`src/rtl/ets_pkg.sv`:
```
// shared constants and types for the fixed-point exponential series block
`timescale 1ns / 1ps
`default_nettype none

package ets_pkg;

  localparam int MAX_TERMS = 64;
  localparam int FRAC_BITS = 24;

  localparam int ARG_W  = 32;
  localparam int VAL_W  = 48;
  localparam int TOL_W  = VAL_W - 1;
  localparam int CNT_W  = 7;
  localparam int HALF_W = VAL_W / 2;
  localparam int PROD_W = HALF_W + ARG_W;
  localparam int FULL_W = VAL_W + ARG_W;
  localparam int NUM_W  = FULL_W - FRAC_BITS;

  // divider retires one 8-bit quotient digit a cycle
  localparam int DIGIT_W   = 8;
  localparam int DIV_STEPS = (NUM_W + DIGIT_W - 1) / DIGIT_W;
  localparam int DIV_W     = DIV_STEPS * DIGIT_W;
  localparam int STEP_W    = (DIV_STEPS > 1) ? $clog2(DIV_STEPS) : 1;

  typedef logic signed [ARG_W-1:0] arg_t;
  typedef logic signed [VAL_W-1:0] val_t;
  typedef logic [TOL_W-1:0]        tol_t;
  typedef logic [CNT_W-1:0]        cnt_t;
  typedef logic [NUM_W-1:0]        num_t;

  localparam val_t ONE     = val_t'(64'd1 << FRAC_BITS);
  localparam val_t VAL_MAX = {1'b0, {(VAL_W-1){1'b1}}};
  localparam val_t VAL_MIN = {1'b1, {(VAL_W-1){1'b0}}};
  localparam tol_t TOL_RESET = tol_t'(16777);

  // largest quotient magnitudes that still fit a negative or positive term
  localparam num_t NEG_LIMIT = num_t'(1) << (VAL_W - 1);
  localparam num_t POS_LIMIT = NEG_LIMIT - num_t'(1);

  localparam cnt_t TERM_CAP = cnt_t'(MAX_TERMS);

endpackage

`default_nettype wire

```
`src/rtl/ets_in_if.sv`:
```
// argument channel: valid, ready and the series argument
`timescale 1ns / 1ps
`default_nettype none

interface ets_in_if;
  import ets_pkg::*;

  logic valid;
  logic ready;
  arg_t argument;

  modport source (output valid, output argument, input ready);
  modport sink (input valid, input argument, output ready);
endinterface

`default_nettype wire

```
`src/rtl/ets_out_if.sv`:
```
// result channel: valid, ready, sum and status flags
`timescale 1ns / 1ps
`default_nettype none

interface ets_out_if;
  import ets_pkg::*;

  logic valid;
  logic ready;
  val_t series_sum;
  cnt_t terms_used;
  logic overflow;
  logic cap_reached;

  modport source (output valid, output series_sum, output terms_used,
                  output overflow, output cap_reached, input ready);
  modport sink (input valid, input series_sum, input terms_used,
                input overflow, input cap_reached, output ready);
endinterface

`default_nettype wire

```
`src/rtl/ets_divider.sv`:
```
// iterative unsigned divider, one quotient digit per cycle, small divisor
`timescale 1ns / 1ps
`default_nettype none

module ets_divider (
  input  wire logic          clk,
  input  wire logic          rst,
  input  wire logic          start,
  input  wire ets_pkg::num_t dividend,
  input  wire ets_pkg::cnt_t divisor,
  output ets_pkg::num_t      quotient,
  output logic               done
);
  import ets_pkg::*;

  logic [DIV_W-1:0]  work;
  logic [DIV_W-1:0]  work_next;
  logic [CNT_W-1:0]  rem;
  logic [CNT_W-1:0]  rem_next;
  logic [STEP_W-1:0] count;
  logic              busy;

  // restoring steps for one digit; remainder stays below the divisor
  always_comb begin
    logic [CNT_W:0]   trial;
    logic [CNT_W-1:0] r;
    logic [DIV_W-1:0] w;
    r = rem;
    w = work;
    for (int i = 0; i < DIGIT_W; i++) begin
      trial = {r, w[DIV_W-1]};
      w = {w[DIV_W-2:0], 1'b0};
      if (trial >= {1'b0, divisor}) begin
        r = CNT_W'(trial - {1'b0, divisor});
        w[0] = 1'b1;
      end else begin
        r = trial[CNT_W-1:0];
      end
    end
    rem_next  = r;
    work_next = w;
  end

  assign done     = busy && (count == STEP_W'(DIV_STEPS - 1));
  assign quotient = work[NUM_W-1:0];

  always_ff @(posedge clk) begin
    if (rst) begin
      busy  <= 1'b0;
      count <= '0;
    end else if (start) begin
      busy  <= 1'b1;
      count <= '0;
    end else if (busy) begin
      busy  <= !done;
      count <= count + STEP_W'(1);
    end
  end

  always_ff @(posedge clk) begin
    if (start) begin
      work <= DIV_W'(dividend);
      rem  <= '0;
    end else if (busy) begin
      work <= work_next;
      rem  <= rem_next;
    end
  end

endmodule

`default_nettype wire

```
`src/rtl/exp_taylor_series_top.sv`:
```
// top level: exp(x) by a saturating fixed-point taylor series
`timescale 1ns / 1ps
`default_nettype none

// channel   dir  payload                                     transaction when
// arg_ch    in   argument (q8.24)                            valid && ready
// res_ch    out  series_sum (q24.24), terms_used, overflow,  valid && ready
//                cap_reached
// cfg       in   cfg_wr_data -> tolerance (q23.24, unsigned) cfg_wr_en
//
// terms: none when the tolerance is above one, and at most the term cap of 64
// each term: two passes through one 24x32 multiplier, one 80-bit add, the
//   8-bit-a-digit divider, then term clamp and sum update
// reset: synchronous, clears the sequencer and the result valid flag and loads the
//   tolerance reset value
// stalls: one argument at a time; a result waits in S_FINISH while the
//   output register is full, then in it while the next argument is taken

module exp_taylor_series_top (
  input  wire logic          clk,
  input  wire logic          rst,
  ets_in_if.sink             arg_ch,
  ets_out_if.source          res_ch,
  input  wire logic          cfg_wr_en,
  input  wire ets_pkg::tol_t cfg_wr_data
);
  import ets_pkg::*;

  // sequencer codes
  localparam logic [2:0] S_IDLE   = 3'd0;
  localparam logic [2:0] S_MUL_LO = 3'd1;
  localparam logic [2:0] S_MUL_HI = 3'd2;
  localparam logic [2:0] S_ADD    = 3'd3;
  localparam logic [2:0] S_DIV    = 3'd4;
  localparam logic [2:0] S_TERM   = 3'd5;
  localparam logic [2:0] S_SUM    = 3'd6;
  localparam logic [2:0] S_FINISH = 3'd7;

  logic [2:0] state;

  tol_t tolerance;

  // per-argument working state; sum, term and k keep the last item's values
  logic              x_neg;
  logic [ARG_W-1:0]  x_mag;
  val_t              term;
  val_t              sum;
  cnt_t              k;
  logic              ovf;
  logic              cap;

  logic [PROD_W-1:0] plo;
  logic [PROD_W-1:0] phi;

  logic [VAL_W-1:0]  term_mag;
  logic [HALF_W-1:0] mul_a;
  logic [PROD_W-1:0] prod;
  logic [FULL_W-1:0] full;
  num_t              dividend;
  num_t              quotient;
  logic              div_start;
  logic              div_done;

  logic              t_neg;
  logic [VAL_W:0]    sum_wide;
  logic              stop;

  // result register
  logic res_valid;
  val_t res_sum;
  cnt_t res_terms;
  logic res_ovf;
  logic res_cap;
  logic res_load;

  assign arg_ch.ready       = (state == S_IDLE);
  assign res_ch.valid       = res_valid;
  assign res_ch.series_sum  = res_sum;
  assign res_ch.terms_used  = res_terms;
  assign res_ch.overflow    = res_ovf;
  assign res_ch.cap_reached = res_cap;

  // magnitude of the current term, 2^47 included
  assign term_mag = term[VAL_W-1] ? (~term + VAL_W'(1)) : term;

  // shared multiplier: low half of the magnitude first, high half next
  assign mul_a = (state == S_MUL_LO) ? term_mag[HALF_W-1:0] : term_mag[VAL_W-1:HALF_W];
  assign prod  = PROD_W'(mul_a) * PROD_W'(x_mag);

  // floor(|term| * |x| / 2^frac) rebuilt from the two partial products
  assign full     = {phi, {HALF_W{1'b0}}} + FULL_W'(plo);
  assign dividend = full[FRAC_BITS +: NUM_W];

  assign div_start = (state == S_ADD);

  ets_divider u_div (
    .clk      (clk),
    .rst      (rst),
    .start    (div_start),
    .dividend (dividend),
    .divisor  (k),
    .quotient (quotient),
    .done     (div_done)
  );

  // sign of the new term: old term sign against argument sign
  assign t_neg    = term[VAL_W-1] ^ x_neg;
  assign sum_wide = {sum[VAL_W-1], sum} + {term[VAL_W-1], term};
  assign stop     = term_mag < {1'b0, tolerance};

  assign res_load = (state == S_FINISH) && (!res_valid || res_ch.ready);

  always_ff @(posedge clk) begin
    if (rst) begin
      tolerance <= TOL_RESET;
    end else if (cfg_wr_en) begin
      tolerance <= cfg_wr_data;
    end
  end

  always_ff @(posedge clk) begin
    if (rst) begin
      state <= S_IDLE;
      sum   <= '0;
      term  <= '0;
      k     <= '0;
      ovf   <= 1'b0;
      cap   <= 1'b0;
    end else begin
      case (state)
        S_IDLE: begin
          if (arg_ch.valid) begin
            x_neg <= arg_ch.argument[ARG_W-1];
            x_mag <= arg_ch.argument[ARG_W-1] ? (~arg_ch.argument + ARG_W'(1))
                                              : arg_ch.argument;
            sum   <= ONE;
            term  <= ONE;
            k     <= '0;
            ovf   <= 1'b0;
            cap   <= 1'b0;
            // tolerance above one skips the series entirely
            state <= ({1'b0, tolerance} > VAL_W'(ONE)) ? S_FINISH : S_MUL_LO;
          end
        end
        S_MUL_LO: begin
          plo   <= prod;
          k     <= k + cnt_t'(1);
          state <= S_MUL_HI;
        end
        S_MUL_HI: begin
          phi   <= prod;
          state <= S_ADD;
        end
        S_ADD: begin
          state <= S_DIV;
        end
        S_DIV: begin
          if (div_done) begin
            state <= S_TERM;
          end
        end
        S_TERM: begin
          // clamp the quotient into the signed term range
          if (t_neg) begin
            if (quotient > NEG_LIMIT) begin
              term <= VAL_MIN;
              ovf  <= 1'b1;
            end else begin
              term <= $signed(~quotient[VAL_W-1:0] + VAL_W'(1));
            end
          end else begin
            if (quotient > POS_LIMIT) begin
              term <= VAL_MAX;
              ovf  <= 1'b1;
            end else begin
              term <= $signed(quotient[VAL_W-1:0]);
            end
          end
          state <= S_SUM;
        end
        S_SUM: begin
          if (sum_wide[VAL_W] != sum_wide[VAL_W-1]) begin
            sum <= sum_wide[VAL_W] ? VAL_MIN : VAL_MAX;
            ovf <= 1'b1;
          end else begin
            sum <= $signed(sum_wide[VAL_W-1:0]);
          end
          if (stop) begin
            state <= S_FINISH;
          end else if (k >= TERM_CAP) begin
            cap   <= 1'b1;
            state <= S_FINISH;
          end else begin
            state <= S_MUL_LO;
          end
        end
        S_FINISH: begin
          if (res_load) begin
            state <= S_IDLE;
          end
        end
        default: begin
          state <= S_IDLE;
        end
      endcase
    end
  end

  always_ff @(posedge clk) begin
    if (rst) begin
      res_valid <= 1'b0;
    end else if (res_load) begin
      res_valid <= 1'b1;
    end else if (res_ch.ready) begin
      res_valid <= 1'b0;
    end
  end

  always_ff @(posedge clk) begin
    if (res_load) begin
      res_sum   <= sum;
      res_terms <= k;
      res_ovf   <= ovf;
      res_cap   <= cap;
    end
  end

endmodule

`default_nettype wire

```
`src/flat_wrapper.sv`:
```
// flat-port wrapper written by rule: the top's interface ports become plain ports
module exp_taylor_series_top_flat import ets_pkg::*;
  (clk, rst, cfg_wr_en, cfg_wr_data, arg_ch_valid, arg_ch_argument, arg_ch_ready, res_ch_valid, res_ch_series_sum, res_ch_terms_used, res_ch_overflow, res_ch_cap_reached, res_ch_ready);
  ets_in_if arg_ch_i ();
  ets_out_if res_ch_i ();
  input  wire logic clk;
  input  wire logic rst;
  input  wire logic cfg_wr_en;
  input  wire ets_pkg::tol_t cfg_wr_data;
  input wire logic [$bits(arg_ch_i.valid)-1:0] arg_ch_valid;
  input wire logic [$bits(arg_ch_i.argument)-1:0] arg_ch_argument;
  output wire logic [$bits(arg_ch_i.ready)-1:0] arg_ch_ready;
  output wire logic [$bits(res_ch_i.valid)-1:0] res_ch_valid;
  output wire logic [$bits(res_ch_i.series_sum)-1:0] res_ch_series_sum;
  output wire logic [$bits(res_ch_i.terms_used)-1:0] res_ch_terms_used;
  output wire logic [$bits(res_ch_i.overflow)-1:0] res_ch_overflow;
  output wire logic [$bits(res_ch_i.cap_reached)-1:0] res_ch_cap_reached;
  input wire logic [$bits(res_ch_i.ready)-1:0] res_ch_ready;
  assign arg_ch_i.valid = arg_ch_valid;
  assign arg_ch_i.argument = arg_ch_argument;
  assign arg_ch_ready = arg_ch_i.ready;
  assign res_ch_valid = res_ch_i.valid;
  assign res_ch_series_sum = res_ch_i.series_sum;
  assign res_ch_terms_used = res_ch_i.terms_used;
  assign res_ch_overflow = res_ch_i.overflow;
  assign res_ch_cap_reached = res_ch_i.cap_reached;
  assign res_ch_i.ready = res_ch_ready;
  exp_taylor_series_top u_core (.clk(clk), .rst(rst), .arg_ch(arg_ch_i), .res_ch(res_ch_i), .cfg_wr_en(cfg_wr_en), .cfg_wr_data(cfg_wr_data));
endmodule
```
`config.mk`:
```
export PLATFORM = sky130hd
export DESIGN_NAME = exp_taylor_series_top_flat
export DESIGN_NICKNAME = d
export VERILOG_FILES = /design/src/rtl/ets_pkg.sv /design/src/rtl/ets_in_if.sv /design/src/rtl/ets_out_if.sv /design/src/rtl/ets_divider.sv /design/src/rtl/exp_taylor_series_top.sv /design/src/flat_wrapper.sv
export SDC_FILE = /design/constraint.sdc
export NUM_CORES = 2
export LEC_CHECK = 0
export BUFFER_PORTS_ARGS = -buffer_cell sky130_fd_sc_hd__buf_4
export CORE_MARGIN = 2
export CORE_UTILIZATION = 70
export CTS_CLUSTER_DIAMETER = 100
export DETAILED_ROUTE_END_ITERATION = 7
export PLACE_DENSITY = 0.86
export SKIP_LAST_GASP = 1
export SYNTH_ARGS = -nofsm -noshare
export SYNTH_HDL_FRONTEND = slang
export SYNTH_SLANG_ARGS = --single-unit
export TNS_END_PERCENT = 100
```
`constraint.sdc`:
```
create_clock -name clk -period 45.1 [get_ports clk]
set_input_delay 6.765 -clock clk [delete_from_list [all_inputs] [get_ports clk]]
set_output_delay 6.765 -clock clk [all_outputs]
set_load 0.01 [all_outputs]
```
==> flow_summary.toml <==
[grt]
antenna_found_initial = 1
grt_overflow = 0
busiest_layer = "met2"
met3_usage = 0.0734
grt_max_degree = 104
grt_pass1_vias = 40900
gr-usage-all-layers = 0.377
grt_pass1_wl_microns = 217000
grtUsageMet2 = 0.626
use_met1 = 0.486

[hold_path]
hold_class = "reg2reg"
whs_path_depth = 0
whs_endpoint = "u_core.res_ch.cap_reached"
hold_path.startpoint = "u_core.cap"

[clocking]
clock_latency_ps = 600
cts_resized = 0
cts_buffer_depth = 3
postCtsHoldBufs = 0
cts_tree = "built"
h-tree-depth = 2
numCtsBuffers = 43
postCtsSetupBuffers = 0
clk_pin_slew_ps = 70
clock-sinks = 401
clock-root-buffer = "clkbuf_16"

[timing]
fin_skew_ps = 19.8
report.final.slew_viol_count = 0
grt_setup_unrepaired = "no"
period_needed_ps = 19120
period_share = 0.424
hold_viol = 0
timing.setup.tns_ps = 0
worstMarginPinSlew_ps = 1250
finalSetupViolations = 0
max_freq_mhz = 52.3
slew_headroom = 0.167

[worst_setup_path]
slowest_stage = "nor2_1"
arrival_ps = 19650
reg2reg_depth = 72
reg2reg_to = "u_core.u_div.rem[0]"
timing.rr.start = "u_core.k[2]"
critical_path.max_fanout = 14
critPathCaptureType = "register"
worstSetupPathType = "reg2reg"
required_ps = 45620
slowest_delay_ps = 740
reg2reg_slack_ps = 25980
startpoint_type = "register"

[route]
drt_iter0_markers = 3924
routed_wl_microns = 135000
via_count = 39700
drt-pass1-iter-count = 8
ant_nets = 0
routedWlPerCell_microns = 21.0
vias_per_cell = 6.17
drcViolationCount = 5

[yosys]
synth.avg_cell_area_sq_um = 9.02
syn-instance-count = 5456
synth_cell_type_count = 90
seq_area_frac_synth = 0.211
synthXorXnorAreaFrac = 0.0433
synth_compound_gate_area_share = 0.116
async_reset_ff_frac = 0
synthMuxAreaShare = 0.0173
synth_adder_area_share = 0.367
syn-cell-area_sq_um = 49200
synth_edf_count = 234
synth_ff_type = "edfxtp_1"
synthSimpleGateAreaFrac = 0.168
ys_warn_count = 0
syn-num-nets = 6579
synth_top_family_by_area = "adder cells"
ys_ff_latch = 401

[placement]
portBuffers = 142
hpwlAfterDp_microns = 102000
globalplace.congestion = 1.01
dp.cells = 6353

[die]
io_pins = 143
die_area_sq_um = 72400
start_util = 0.705
dieHeight_microns = 269
core-area_sq_um = 69800
rows = 97
die_w_microns = 269

[cells_and_area]
drive_gt1_frac = 0.0637
final_nets = 6581
final_cells = 6432
layout_commonest_cell = "nand2_1"
syn_to_final_growth_pct = 6.86
num_antenna_cells = 0
final_cell_mix = "nand2_1, inv_1, fa_1, ha_1, nor2_1"

[flow_run]
maxCapViolCount = 0

[status]
violations = "design-rule violations"
status = "finished, violations left"
[worst max-delay path by stage]
stage	startpoint	endpoint	slack (ps)
floorplan	u_core.k[1]	u_core.u_div.rem[0]	28980
global placement	u_core.k[2]	u_core.u_div.rem[1]	26390
detailed placement	u_core.k[2]	u_core.u_div.rem[0]	26300
CTS	u_core.k[2]	u_core.u_div.rem[0]	26150
global route	u_core.k[2]	u_core.u_div.rem[1]	24210
finish	u_core.k[2]	u_core.u_div.rem[0]	25980
[worst max-delay path: cells and delay by family (launching register included)]
family / cells / cell delay (ps)
buffers and inverters: 3 / 520
flip-flops: 1 / 390
AO/OA/AOI/OAI: 43 / 10200
multiplexers: 3 / 1310
adder cells (fa/ha/maj): 8 / 3020
AND/OR/NAND/NOR: 15 / 3590
[routing by layer]
metal	wire length, microns	vias up	part of all wire
met5	10	-	0.000074
met4	6100	2	0.045
met3	13300	441	0.098
met2	64500	2139	0.48
met1	51000	19300	0.38
li1	-	17800	-
[logic make-up (layout without fill, tap and decap cells)]
family | count (synthesis) | count (layout)
flip-flops | 401 | 401
XOR/XNOR | 243 | 243
AND/OR/NAND/NOR | 1771 | 1771
adder cells (fa/ha/maj) | 1041 | 1041
buffers and inverters | 1023 | 1059
multiplexers | 81 | 81
AO/OA/AOI/OAI | 896 | 896
[metrics by stage]
step	util	hold WS, ps	setup WS [ps]	cell area, sq um
global route	0.753	480	24210	52600
global placement	0.732	436	26390	51100
finish	0.753	464	25980	52600
floorplan	-	408	28980	49200
CTS	0.753	458	26150	52600
detailed placement	0.732	443	26300	51100
[registers in the layout (all words and copies together), names as in the netlist]
| signal | flops |
|---|---|
| u_core.x_neg | 1 |
| u_core.plo | 32 |
| u_core.x_mag | 32 |
| u_core.phi | 56 |
| u_core.u_div.quotient | 56 |
| u_core.res_ch.valid | 1 |
| u_core.u_div.count | 3 |
| u_core.res_ch.overflow | 1 |
| u_core.u_div.rem | 7 |
| u_core.tolerance | 47 |
| u_core.state | 3 |
| u_core.res_ch.cap_reached | 1 |
| u_core.ovf | 1 |
| u_core.term | 48 |
| u_core.sum | 48 |
| u_core.u_div.busy | 1 |
| u_core.res_ch.series_sum | 48 |
| u_core.cap | 1 |
| u_core.res_ch.terms_used | 7 |
| u_core.k | 7 |
[synth_stat cells (18+ instances only)]
cell / instances / area share
nor4_1: 26 / 0.0033
and3_1: 32 / 0.0041
mux2_2: 20 / 0.0046
a21oi_1: 258 / 0.026
nand2b_1: 46 / 0.0058
nand3_1: 61 / 0.0062
nand2_1: 787 / 0.060
mux2i_1: 59 / 0.012
nor3_1: 62 / 0.0063
o31ai_1: 29 / 0.0044
xor2_1: 66 / 0.012
inv_1: 783 / 0.060
nand4_1: 31 / 0.0039
o221ai_1: 21 / 0.0037
and2_1: 261 / 0.033
o21a_1: 34 / 0.0052
clkbuf_1: 223 / 0.017
a21o_1: 119 / 0.018
nor2_1: 324 / 0.025
a31oi_1: 19 / 0.0024
xnor2_1: 177 / 0.032
nor2b_1: 46 / 0.0058
o21ai_0: 225 / 0.023
o211ai_1: 31 / 0.0047
ha_1: 371 / 0.094
dfxtp_1: 167 / 0.068
or3_1: 45 / 0.0057
edfxtp_1: 234 / 0.14
fa_1: 668 / 0.27
o21bai_1: 18 / 0.0027
[cell type report]
class	instances	area, sq um
clock buffers	60	1250
multi-input cells	4032	35100
flip-flops and latches	401	10400
inverters	783	2940
clock inverters	19	240
fillers	4801	17200
well taps	940	1180
repair buffers	197	1480
Power is not shown: default switching activity piles up to over one toggle a cycle in this logic, so the estimate is an artifact.
